[src/sfd_pkg.sv]
// ----------------------------------------------------------------------------
// sfd_pkg
// Shared types and constants of the short-frame CRC-8 deframer.
// ----------------------------------------------------------------------------
`default_nettype none

package sfd_pkg;

    localparam int MaxFrameBytes = 64;
    localparam int StoreAddrW    = 6;
    localparam int CountW        = 7;

    localparam logic [7:0]        CrcPoly  = 8'h4D;
    localparam logic [7:0]        HdrMark  = 8'h80;
    localparam logic [7:0]        LenMask  = 8'h3F;
    localparam logic [CountW-1:0] StoreMax = 7'd64;

    // Configuration register indexes.
    localparam logic CFG_CRC_ENABLE    = 1'b0;
    localparam logic CFG_TIMEOUT_TICKS = 1'b1;

    // Buffer kinds on the output.
    localparam logic KIND_UNFRAMED = 1'b0;
    localparam logic KIND_FRAME    = 1'b1;

    typedef struct packed {
        logic       start;
        logic [7:0] seed;
    } crc_cmd_t;

    typedef struct packed {
        logic              start;
        logic              kind;
        logic [7:0]        protocol;
        logic [CountW-1:0] length;
    } emit_cmd_t;

    typedef enum logic [1:0] {
        EM_IDLE,
        EM_READ,
        EM_SEND
    } emit_state_t;

endpackage

`default_nettype wire

[src/sfd_ram.sv]
// ----------------------------------------------------------------------------
// sfd_ram
// Generic single-write, single-read RAM with registered read data.
// ----------------------------------------------------------------------------
`default_nettype none

module sfd_ram #(
    parameter int WIDTH = 8,
    parameter int DEPTH = 64
) (
    input  wire logic                     clk,
    input  wire logic                     we,
    input  wire logic [$clog2(DEPTH)-1:0] waddr,
    input  wire logic [WIDTH-1:0]         wdata,
    input  wire logic [$clog2(DEPTH)-1:0] raddr,
    output logic      [WIDTH-1:0]         rdata
);

    logic [WIDTH-1:0] mem_reg [DEPTH];

    always_ff @(posedge clk)
    begin
        if (we)
        begin
            mem_reg[waddr] <= wdata;
        end
        rdata <= mem_reg[raddr];
    end

endmodule

`default_nettype wire

[src/sfd_crc_serial.sv]
// ----------------------------------------------------------------------------
// sfd_crc_serial
// Bit-serial CRC-8 (MSB first) that holds the running CRC register.
// ----------------------------------------------------------------------------
`default_nettype none

module sfd_crc_serial
    import sfd_pkg::*;
(
    input  wire logic     clk,
    input  wire logic     rst_n,
    input  wire crc_cmd_t cmd,
    output logic [7:0]    crc,
    output logic          busy
);

    logic [7:0] crc_reg, crc_next;
    logic [2:0] bit_reg, bit_next;
    logic       busy_reg, busy_next;

    // One polynomial step per cycle; eight steps consume one seeded byte.
    always_comb
    begin
        crc_next  = crc_reg;
        bit_next  = bit_reg;
        busy_next = busy_reg;
        if (cmd.start)
        begin
            crc_next  = cmd.seed;
            bit_next  = 3'd0;
            busy_next = 1'b1;
        end
        else if (busy_reg)
        begin
            crc_next = {crc_reg[6:0], 1'b0} ^ (crc_reg[7] ? CrcPoly : 8'h00);
            bit_next = bit_reg + 3'd1;
            if (bit_reg == 3'd7)
            begin
                busy_next = 1'b0;
            end
        end
    end

    always_ff @(posedge clk or negedge rst_n)
    begin
        if (!rst_n)
        begin
            crc_reg  <= 8'h00;
            bit_reg  <= 3'd0;
            busy_reg <= 1'b0;
        end
        else
        begin
            crc_reg  <= crc_next;
            bit_reg  <= bit_next;
            busy_reg <= busy_next;
        end
    end

    assign crc  = crc_reg;
    assign busy = busy_reg;

endmodule

`default_nettype wire

[src/sfd_emit.sv]
// ----------------------------------------------------------------------------
// sfd_emit
// Reads a held buffer out of the byte store and sends it one byte per transfer.
// ----------------------------------------------------------------------------
`default_nettype none

module sfd_emit
    import sfd_pkg::*;
(
    input  wire logic                  clk,
    input  wire logic                  rst_n,
    input  wire emit_cmd_t             cmd,
    output logic                       busy,
    output logic [StoreAddrW-1:0]      raddr,
    input  wire logic [7:0]            rdata,
    output logic                       m_axis_tvalid,
    input  wire logic                  m_axis_tready,
    output logic [23:0]                m_axis_tdata,  // protocol, byte, length, pad
    output logic                       m_axis_tuser,  // kind
    output logic                       m_axis_tlast
);

    emit_state_t state_reg, state_next;

    logic [StoreAddrW-1:0] idx_reg, idx_next;
    logic [CountW-1:0]     len_reg, len_next;
    logic                  kind_reg, kind_next;
    logic [7:0]            proto_reg, proto_next;

    logic                  valid_reg, valid_next;
    logic [7:0]            obyte_reg, obyte_next;
    logic                  olast_reg, olast_next;
    logic [7:0]            oproto_reg, oproto_next;
    logic [CountW-1:0]     olen_reg, olen_next;
    logic                  okind_reg, okind_next;

    logic out_free;
    logic is_final;

    assign out_free = !valid_reg || m_axis_tready;
    assign is_final = (CountW'(idx_reg) + CountW'(1)) == len_reg;

    always_comb
    begin
        state_next = state_reg;
        unique case (state_reg)
            EM_IDLE:
            begin
                if (cmd.start)
                begin
                    state_next = EM_READ;
                end
            end
            EM_READ:
            begin
                state_next = EM_SEND;
            end
            EM_SEND:
            begin
                if (out_free)
                begin
                    state_next = is_final ? EM_IDLE : EM_READ;
                end
            end
            default:
            begin
                state_next = EM_IDLE;
            end
        endcase
    end

    always_comb
    begin
        idx_next    = idx_reg;
        len_next    = len_reg;
        kind_next   = kind_reg;
        proto_next  = proto_reg;
        valid_next  = valid_reg && !m_axis_tready;
        obyte_next  = obyte_reg;
        olast_next  = olast_reg;
        oproto_next = oproto_reg;
        olen_next   = olen_reg;
        okind_next  = okind_reg;
        unique case (state_reg)
            EM_IDLE:
            begin
                if (cmd.start)
                begin
                    idx_next   = '0;
                    len_next   = cmd.length;
                    kind_next  = cmd.kind;
                    proto_next = cmd.protocol;
                end
            end
            EM_SEND:
            begin
                if (out_free)
                begin
                    valid_next  = 1'b1;
                    obyte_next  = rdata;
                    olast_next  = is_final;
                    oproto_next = proto_reg;
                    olen_next   = len_reg;
                    okind_next  = kind_reg;
                    idx_next    = idx_reg + StoreAddrW'(1);
                end
            end
            default:
            begin
            end
        endcase
    end

    always_ff @(posedge clk or negedge rst_n)
    begin
        if (!rst_n)
        begin
            state_reg <= EM_IDLE;
            valid_reg <= 1'b0;
        end
        else
        begin
            state_reg <= state_next;
            valid_reg <= valid_next;
        end
    end

    always_ff @(posedge clk)
    begin
        idx_reg    <= idx_next;
        len_reg    <= len_next;
        kind_reg   <= kind_next;
        proto_reg  <= proto_next;
        obyte_reg  <= obyte_next;
        olast_reg  <= olast_next;
        oproto_reg <= oproto_next;
        olen_reg   <= olen_next;
        okind_reg  <= okind_next;
    end

    assign busy          = (state_reg != EM_IDLE);
    assign raddr         = idx_reg;
    assign m_axis_tvalid = valid_reg;
    assign m_axis_tdata  = {1'b0, olen_reg, obyte_reg, oproto_reg};
    assign m_axis_tuser  = okind_reg;
    assign m_axis_tlast  = olast_reg;

endmodule

`default_nettype wire

[src/short_frame_crc8_deframer_core.sv]
// ----------------------------------------------------------------------------
// short_frame_crc8_deframer_core
// Splits a bursty byte stream into CRC-8 checked short frames and unframed data.
// ----------------------------------------------------------------------------
//
//  Channel   Direction  Payload
//  s_axis    in         tdata: in_byte[7:0], now_ticks[39:8]; tuser: burst_first;
//                       tlast: burst_last
//  m_axis    out        tdata: out_protocol[7:0], out_byte[15:8], out_length[22:16];
//                       tuser: out_kind; tlast: out_last
//  cfg       in         index 0 crc_enable, index 1 timeout_ticks
//
// A byte is parsed in the cycle of its transfer; a byte that is only stored lets the
// next transfer follow in the next cycle. A CRC update holds the input while the CRC
// unit steps through the byte bit by bit. Releasing a buffer holds it for one store
// read and one output load per byte, plus output stalls; a header that does both waits
// for the longer one. Reset clears the parse state but not the byte store, of which
// only written entries are read.
// ----------------------------------------------------------------------------
`default_nettype none

module short_frame_crc8_deframer_core
    import sfd_pkg::*;
(
    input  wire logic        clk,
    input  wire logic        rst_n,
    // Configuration write port.
    input  wire logic        cfg_we,
    input  wire logic        cfg_index,
    input  wire logic [31:0] cfg_wdata,
    // Input byte stream.
    input  wire logic        s_axis_tvalid,
    output logic             s_axis_tready,
    input  wire logic [39:0] s_axis_tdata,   // in_byte, now_ticks
    input  wire logic        s_axis_tuser,   // burst_first
    input  wire logic        s_axis_tlast,   // burst_last
    // Output byte stream.
    output logic             m_axis_tvalid,
    input  wire logic        m_axis_tready,
    output logic [23:0]      m_axis_tdata,   // out_protocol, out_byte, out_length, pad
    output logic             m_axis_tuser,   // out_kind
    output logic             m_axis_tlast    // out_last
);

    // Configuration registers.
    logic        crc_en_reg;
    logic [31:0] timeout_reg;

    // Parser state.
    logic              in_frame_reg, in_frame_next;
    logic [CountW-1:0] count_reg, count_next;
    logic [CountW-1:0] expect_reg, expect_next;
    logic [31:0]       last_ticks_reg, last_ticks_next;
    logic [7:0]        first_byte_reg, first_byte_next;

    logic [7:0]  in_byte;
    logic [31:0] now_ticks;
    logic        accept;
    logic        timed_out;

    // Values after the timeout check.
    logic              frm;
    logic [CountW-1:0] cnt;
    logic [CountW-1:0] exp_len;
    logic [CountW-1:0] cnt_stored;

    logic                  wr_en;
    logic [StoreAddrW-1:0] wr_addr;
    logic [StoreAddrW-1:0] rd_addr;
    logic [7:0]            rd_data;

    crc_cmd_t   crc_cmd;
    logic [7:0] running_crc;
    logic       crc_busy;
    emit_cmd_t  emit_cmd;
    logic       emit_busy;

    assign in_byte   = s_axis_tdata[7:0];
    assign now_ticks = s_axis_tdata[39:8];

    // The input waits while the CRC unit or the emitter is still working.
    assign s_axis_tready = !crc_busy && !emit_busy;
    assign accept        = s_axis_tvalid && s_axis_tready;

    // Wrapping tick difference compared only on the first byte of a burst.
    assign timed_out = s_axis_tuser && ((now_ticks - last_ticks_reg) > timeout_reg);

    assign frm        = timed_out ? 1'b0 : in_frame_reg;
    assign cnt        = timed_out ? '0 : count_reg;
    assign exp_len    = timed_out ? '0 : expect_reg;
    assign cnt_stored = cnt + CountW'(!cnt[CountW-1]);
    assign wr_addr    = cnt[StoreAddrW-1:0];

    // Parse one byte. At most one buffer is released per input byte, so the
    // emitter request is a single command.
    always_comb
    begin
        in_frame_next   = in_frame_reg;
        count_next      = count_reg;
        expect_next     = expect_reg;
        last_ticks_next = last_ticks_reg;
        first_byte_next = first_byte_reg;
        wr_en           = 1'b0;
        crc_cmd         = '0;
        emit_cmd        = '0;

        if (accept)
        begin
            if (s_axis_tuser)
            begin
                last_ticks_next = now_ticks;
            end
            in_frame_next = frm;
            count_next    = cnt;
            expect_next   = exp_len;

            if (!frm)
            begin
                if (in_byte > HdrMark)
                begin
                    // Header: flush held unframed bytes, then open a frame.
                    if (cnt != '0)
                    begin
                        emit_cmd.start  = 1'b1;
                        emit_cmd.kind   = KIND_UNFRAMED;
                        emit_cmd.length = cnt;
                    end
                    count_next    = '0;
                    in_frame_next = 1'b1;
                    expect_next   = CountW'(in_byte & LenMask) + CountW'(1);
                    if (crc_en_reg)
                    begin
                        crc_cmd.start = 1'b1;
                        crc_cmd.seed  = in_byte;
                    end
                end
                else
                begin
                    wr_en      = !cnt[CountW-1];
                    count_next = cnt_stored;
                    if (cnt_stored[CountW-1])
                    begin
                        // The store is full of unframed bytes.
                        emit_cmd.start  = 1'b1;
                        emit_cmd.kind   = KIND_UNFRAMED;
                        emit_cmd.length = StoreMax;
                        count_next      = '0;
                    end
                end
            end
            else if (crc_en_reg && (cnt >= exp_len))
            begin
                // Trailing CRC byte: release the frame only if it matches.
                if ((in_byte == running_crc) && (cnt != '0))
                begin
                    emit_cmd.start    = 1'b1;
                    emit_cmd.kind     = KIND_FRAME;
                    emit_cmd.protocol = first_byte_reg;
                    emit_cmd.length   = cnt;
                end
                count_next    = '0;
                expect_next   = '0;
                in_frame_next = 1'b0;
            end
            else
            begin
                wr_en      = !cnt[CountW-1];
                count_next = cnt_stored;
                if (crc_en_reg)
                begin
                    crc_cmd.start = 1'b1;
                    crc_cmd.seed  = running_crc ^ in_byte;
                end
                else if (cnt_stored >= exp_len)
                begin
                    // Without CRC the frame is complete with its last payload byte.
                    emit_cmd.start    = 1'b1;
                    emit_cmd.kind     = KIND_FRAME;
                    emit_cmd.protocol = (wr_en && (cnt == '0)) ? in_byte : first_byte_reg;
                    emit_cmd.length   = cnt_stored;
                    count_next        = '0;
                    expect_next       = '0;
                    in_frame_next     = 1'b0;
                end
            end

            if (wr_en && (cnt == '0))
            begin
                first_byte_next = in_byte;
            end

            // End of burst flushes held unframed bytes.
            if (s_axis_tlast && !in_frame_next && (count_next != '0))
            begin
                emit_cmd.start    = 1'b1;
                emit_cmd.kind     = KIND_UNFRAMED;
                emit_cmd.protocol = 8'h00;
                emit_cmd.length   = count_next;
                count_next        = '0;
            end
        end
    end

    always_ff @(posedge clk or negedge rst_n)
    begin
        if (!rst_n)
        begin
            crc_en_reg     <= 1'b0;
            timeout_reg    <= 32'd1000;
            in_frame_reg   <= 1'b0;
            count_reg      <= '0;
            expect_reg     <= '0;
            last_ticks_reg <= '0;
        end
        else
        begin
            if (cfg_we)
            begin
                unique case (cfg_index)
                    CFG_CRC_ENABLE:    crc_en_reg  <= cfg_wdata[0];
                    CFG_TIMEOUT_TICKS: timeout_reg <= cfg_wdata;
                    default:
                    begin
                    end
                endcase
            end
            in_frame_reg   <= in_frame_next;
            count_reg      <= count_next;
            expect_reg     <= expect_next;
            last_ticks_reg <= last_ticks_next;
        end
    end

    always_ff @(posedge clk)
    begin
        first_byte_reg <= first_byte_next;
    end

    sfd_ram #(
        .WIDTH (8),
        .DEPTH (MaxFrameBytes)
    ) u_store (
        .clk   (clk),
        .we    (wr_en),
        .waddr (wr_addr),
        .wdata (in_byte),
        .raddr (rd_addr),
        .rdata (rd_data)
    );

    sfd_crc_serial u_crc (
        .clk   (clk),
        .rst_n (rst_n),
        .cmd   (crc_cmd),
        .crc   (running_crc),
        .busy  (crc_busy)
    );

    sfd_emit u_emit (
        .clk           (clk),
        .rst_n         (rst_n),
        .cmd           (emit_cmd),
        .busy          (emit_busy),
        .raddr         (rd_addr),
        .rdata         (rd_data),
        .m_axis_tvalid (m_axis_tvalid),
        .m_axis_tready (m_axis_tready),
        .m_axis_tdata  (m_axis_tdata),
        .m_axis_tuser  (m_axis_tuser),
        .m_axis_tlast  (m_axis_tlast)
    );

    // A CRC update only starts once the previous one has finished.
    a_crc_start: assert property (@(posedge clk) disable iff (!rst_n)
        crc_cmd.start |-> !crc_busy)
        else $error("CRC update started while the previous one runs");

    // Unframed data is flushed as soon as the store fills.
    a_unframed_bound: assert property (@(posedge clk) disable iff (!rst_n)
        !in_frame_reg |-> (count_reg < StoreMax))
        else $error("unframed byte count reached the store size");

    // An open frame always has a payload length from its header.
    a_frame_length: assert property (@(posedge clk) disable iff (!rst_n)
        in_frame_reg |-> ((expect_reg != '0) && (expect_reg <= StoreMax)))
        else $error("open frame without a valid payload length");

    // A buffer is only released while the emitter is free.
    a_emit_start: assert property (@(posedge clk) disable iff (!rst_n)
        emit_cmd.start |-> (!emit_busy && (emit_cmd.length != '0)))
        else $error("buffer release while the emitter is busy or empty");

endmodule

`default_nettype wire

[config.mk]
export PLATFORM = sky130hd
export DESIGN_NAME = short_frame_crc8_deframer_core
export DESIGN_NICKNAME = d
export VERILOG_FILES = /design/src/sfd_pkg.sv /design/src/sfd_ram.sv /design/src/sfd_crc_serial.sv /design/src/sfd_emit.sv /design/src/short_frame_crc8_deframer_core.sv
export SDC_FILE = /design/constraint.sdc
export NUM_CORES = 1
export LEC_CHECK = 0
export BUFFER_PORTS_ARGS = -buffer_cell sky130_fd_sc_hd__buf_4
export CELL_PAD_IN_SITES_DETAIL_PLACEMENT = 0
export CELL_PAD_IN_SITES_GLOBAL_PLACEMENT = 1
export CORE_MARGIN = 2
export CORE_UTILIZATION = 44
export DETAILED_ROUTE_END_ITERATION = 12
export GPL_TIMING_DRIVEN = 0
export PLACE_DENSITY = 0.71
export SLEW_MARGIN = 20
export SYNTH_ARGS = -nofsm -noshare
export SYNTH_HDL_FRONTEND = slang
export SYNTH_SLANG_ARGS = --single-unit
[constraint.sdc]
create_clock -name clk -period 8 [get_ports clk]
set_clock_uncertainty 0.1 [all_clocks]
set_input_delay 1.6 -clock clk [delete_from_list [all_inputs] [get_ports clk]]
set_output_delay 1.6 -clock clk [all_outputs]
set_load 0.05 [all_outputs]
==> results.py <==
metrics = {
    "worst_setup_path": {
        "cp_max_fo": 7,
        "cp_num_buf_inv": 8,
        "slowest_delay_ns": 0.48,
        "critical_path.top_delay_family": "compound AO/OA/AOI/OAI gates",
        "path_class": "input port to flop",
        "cp_data_arrival_time_ns": 8.41,
        "crit_path_start_kind": "input port",
        "cp-end-kind": "flop",
        "worstPathRequired_ns": 8.24,
        "crit_slowest_cell": "a2111oi_2",
    },
    "placement": {
        "place.gp.congestion": 0.9282,
        "dpl.hpwl_um": 50580,
        "port_buffers": 106,
        "placed_area_um2": 31890,
        "place_ws_ns": -2.363,
    },
    "power": {
        "irDropWorstVdd_v": 0.0001882,
        "leakagePower_nw": 12.83,
        "p_total_mw": 12.24,
        "p_per_area_nw_per_um2": 340.7,
    },
    "timing": {
        "rsz0062_at_grt": "true",
        "tightest_slew_ns": 1.120,
        "hold_slack_ns": 0.3050,
        "layout_min_cycle_time_ns": 8.170,
        "setup_viol": 28,
        "max_freq_mhz": 122.4,
        "hold_viol_final": 0,
        "slew_headroom_pct": 25.31,
        "slew_violations": 0,
        "period_share_pct": 102.1,
        "fin_ws_ns": -0.1697,
        "tns_ns": -3.997,
    },
    "clock_tree": {
        "path_clk_slew_ns": 0.06,
        "numCtsBuffers": 73,
        "cts.path.max_buffers": 3,
        "cts_htree_levels": 3,
        "clkLatencyLatePin_ns": 0.63,
        "cts_tree": "done",
        "root_buffer": "clkbuf_16",
        "cts.sinks": 670,
    },
    "finish": {
        "largest_register_ffs": 512,
        "fin_area_um2": 35910,
        "nFillCells": 5475,
        "final_cell_mix": "edfxtp_1, buf_4, mux2i_1, a21oi_1, mux2_2",
        "layout_commonest_cell": "edfxtp_1",
        "layout.nets": 2419,
        "area_growth_syn_to_layout_pct": 20.93,
        "layout-drive-gt1-share_pct": 27.25,
    },
    "global_routing": {
        "track_usage_pct": 21.61,
        "grt_pass1_wl_um": 113400,
        "grt_max_degree": 96,
        "grt_overflow": 0,
        "grt_pass1_vias": 18170,
        "grt_antenna_before_repair": 1,
    },
    "floorplan": {
        "dieArea_um2": 69590,
        "start_util_pct": 44.30,
        "die_w_um": 263.8,
        "io_pins": 108,
        "fp.coreArea_um2": 67040,
        "die_y_um": 263.8,
        "rows": 95,
    },
    "route": {
        "firstDrtPassIters": 6,
        "viasPerCell": 5.610,
        "drt_iter0_drc": 1495,
        "dr_total_vias": 17870,
        "routed_wl_um": 75020,
        "drc": 0,
        "postRouteAntennaNets": 0,
        "post_drt_wl_per_cell_um": 23.55,
    },
    "yosys": {
        "yosys_warnings": 0,
        "async_flop_share_pct": 14.18,
        "seq_area_frac_synth_pct": 65.90,
        "syn_avg_cell_area_um2": 14.88,
        "syn_nets": 2161,
        "netlist_area_um2": 29700,
        "synthFlopType": "edfxtp_1",
        "synth_cells": 1996,
        "ys_seq_elements": 670,
        "synth-edff-count": 567,
        "synth_cell_types": 71,
    },
    "job": {
        "cap_violations": 0,
    },
    "status": {
        "status": "finished, violations left",
        "violations": "negative setup slack",
    },
    "worst_hold_path": {
        "hold_class": "flop to flop",
    },
}
## per-stage QoR
step	std cells	util (%)
2_1_floorplan	1996	-
3_3_place_gp	2975	47.52
3_5_place_dp	2976	47.58
4_1_cts	3164	52.94
5_1_grt	3186	53.57
6_report	3186	53.57
## worst register-to-register path, delay by kind of cell (launching register included)
kind | cells | cell delay (ns)
buffers and inverters | 6 | 0.68
XOR/XNOR | 2 | 0.32
AND/OR/NAND/NOR | 12 | 1.94
adder cells (fa/ha/maj) | 5 | 1.16
flip-flops | 1 | 0.40
AO/OA/AOI/OAI | 13 | 2.59
## metal layers
metal  up-vias  share of wire, %  wire (um)  GRT usage [%]
li1       8248                 -          -              -
met1      9036                45      33410          30.14
met2       489                48      36070          35.60
met3        99               5.3       3955          3.039
met4         0               2.1       1591          6.096
met5         -                 0          0              0
## path summary, 6_finish.rpt
| kind | to | start | cells after the start | slack, ns |
|---|---|---|---|---|
| worst max-delay path | u_emit.raddr[5] | s_axis_tdata[8] | 40 | -0.17 |
| worst min-delay path | u_emit.obyte_reg[5] | u_store.rdata[5] | 0 | 0.31 |
| worst max register to register | u_emit.raddr[5] | last_ticks_reg[0] | 38 | 0.54 |
| worst min register to register | u_emit.obyte_reg[5] | u_store.rdata[5] | 0 | 0.31 |
| max in group asynchronous | u_crc.crc[3] | rst_n | 1 | 6.19 |
| min in group asynchronous | last_ticks_reg[17] | rst_n | 1 | 1.01 |
## synthesized netlist by cell type, types with 7 or more instances
master / number / area share, %
mux2_2: 96 / 3.6
a22o_1: 7 / 0.21
clkbuf_1: 66 / 0.83
a32o_1: 7 / 0.24
ha_1: 84 / 3.5
a31oi_1: 11 / 0.23
nand3_1: 31 / 0.52
o22ai_1: 33 / 0.70
nor2_1: 127 / 1.6
xor2_1: 19 / 0.56
buf_1: 12 / 0.15
nand2_1: 90 / 1.1
a21o_1: 31 / 0.78
o221ai_1: 32 / 0.94
o21a_1: 14 / 0.35
xnor2_1: 38 / 1.1
o21ai_0: 73 / 1.2
and3_1: 10 / 0.21
buf_2: 10 / 0.17
and2_1: 17 / 0.36
nand3b_1: 8 / 0.20
nand4_1: 14 / 0.29
nor2b_1: 12 / 0.25
a21oi_1: 109 / 1.8
edfxtp_1: 567 / 57
dfrtp_1: 89 / 7.5
dfxtp_1: 8 / 0.54
a211oi_1: 10 / 0.25
inv_1: 84 / 1.1
nor3_1: 12 / 0.20
o211ai_1: 12 / 0.30
nand2b_1: 10 / 0.21
mux2i_1: 102 / 3.4
mux4_2: 72 / 5.5
## power breakdown
part	total, mW	internal [mW]	switching [mW]
combinational	4.71	1.94	2.76
clock	3.26	1.89	1.37
sequential	4.27	4.10	0.161
## kinds of logic (layout without fill, tap and decap cells)
| family | Yosys count | count (layout) | synth area share (%) |
|---|---|---|---|
| AO/OA/AOI/OAI | 378 | 378 | 8.211 |
| XOR/XNOR | 57 | 57 | 1.681 |
| adder cells (fa/ha/maj) | 85 | 85 | 3.606 |
| buffers and inverters | 175 | 490 | 2.292 |
| flip-flops | 670 | 670 | 65.90 |
| multiplexers | 270 | 270 | 12.54 |
| other | 1 | 2 | 0.01263 |
| AND/OR/NAND/NOR | 360 | 361 | 5.759 |
## cell type report
type / instances / area, um^2 / share of cell area, %
diodes: 1 / 2.502 / 0.006968
multi-input cells: 1152 / 10490 / 29.22
well taps: 873 / 1092 / 3.041
flip-flops and latches: 670 / 19570 / 54.49
clock buffers: 98 / 1994 / 5.553
clock inverters: 35 / 319.1 / 0.8884
inverters: 84 / 330.3 / 0.9197
plain buffers: 88 / 387.9 / 1.080
repair buffers: 185 / 1723 / 4.797
## repair_timing
item	4_1_cts	5_1_grt
cloned	0	2
buffers inserted	55	23
endpoints found under the setup margin	586	585
gates resized for setup	152	44
pin swaps	70	45
hold buffers	0	0
No activity file was read; power rests on OpenSTA's default activity.
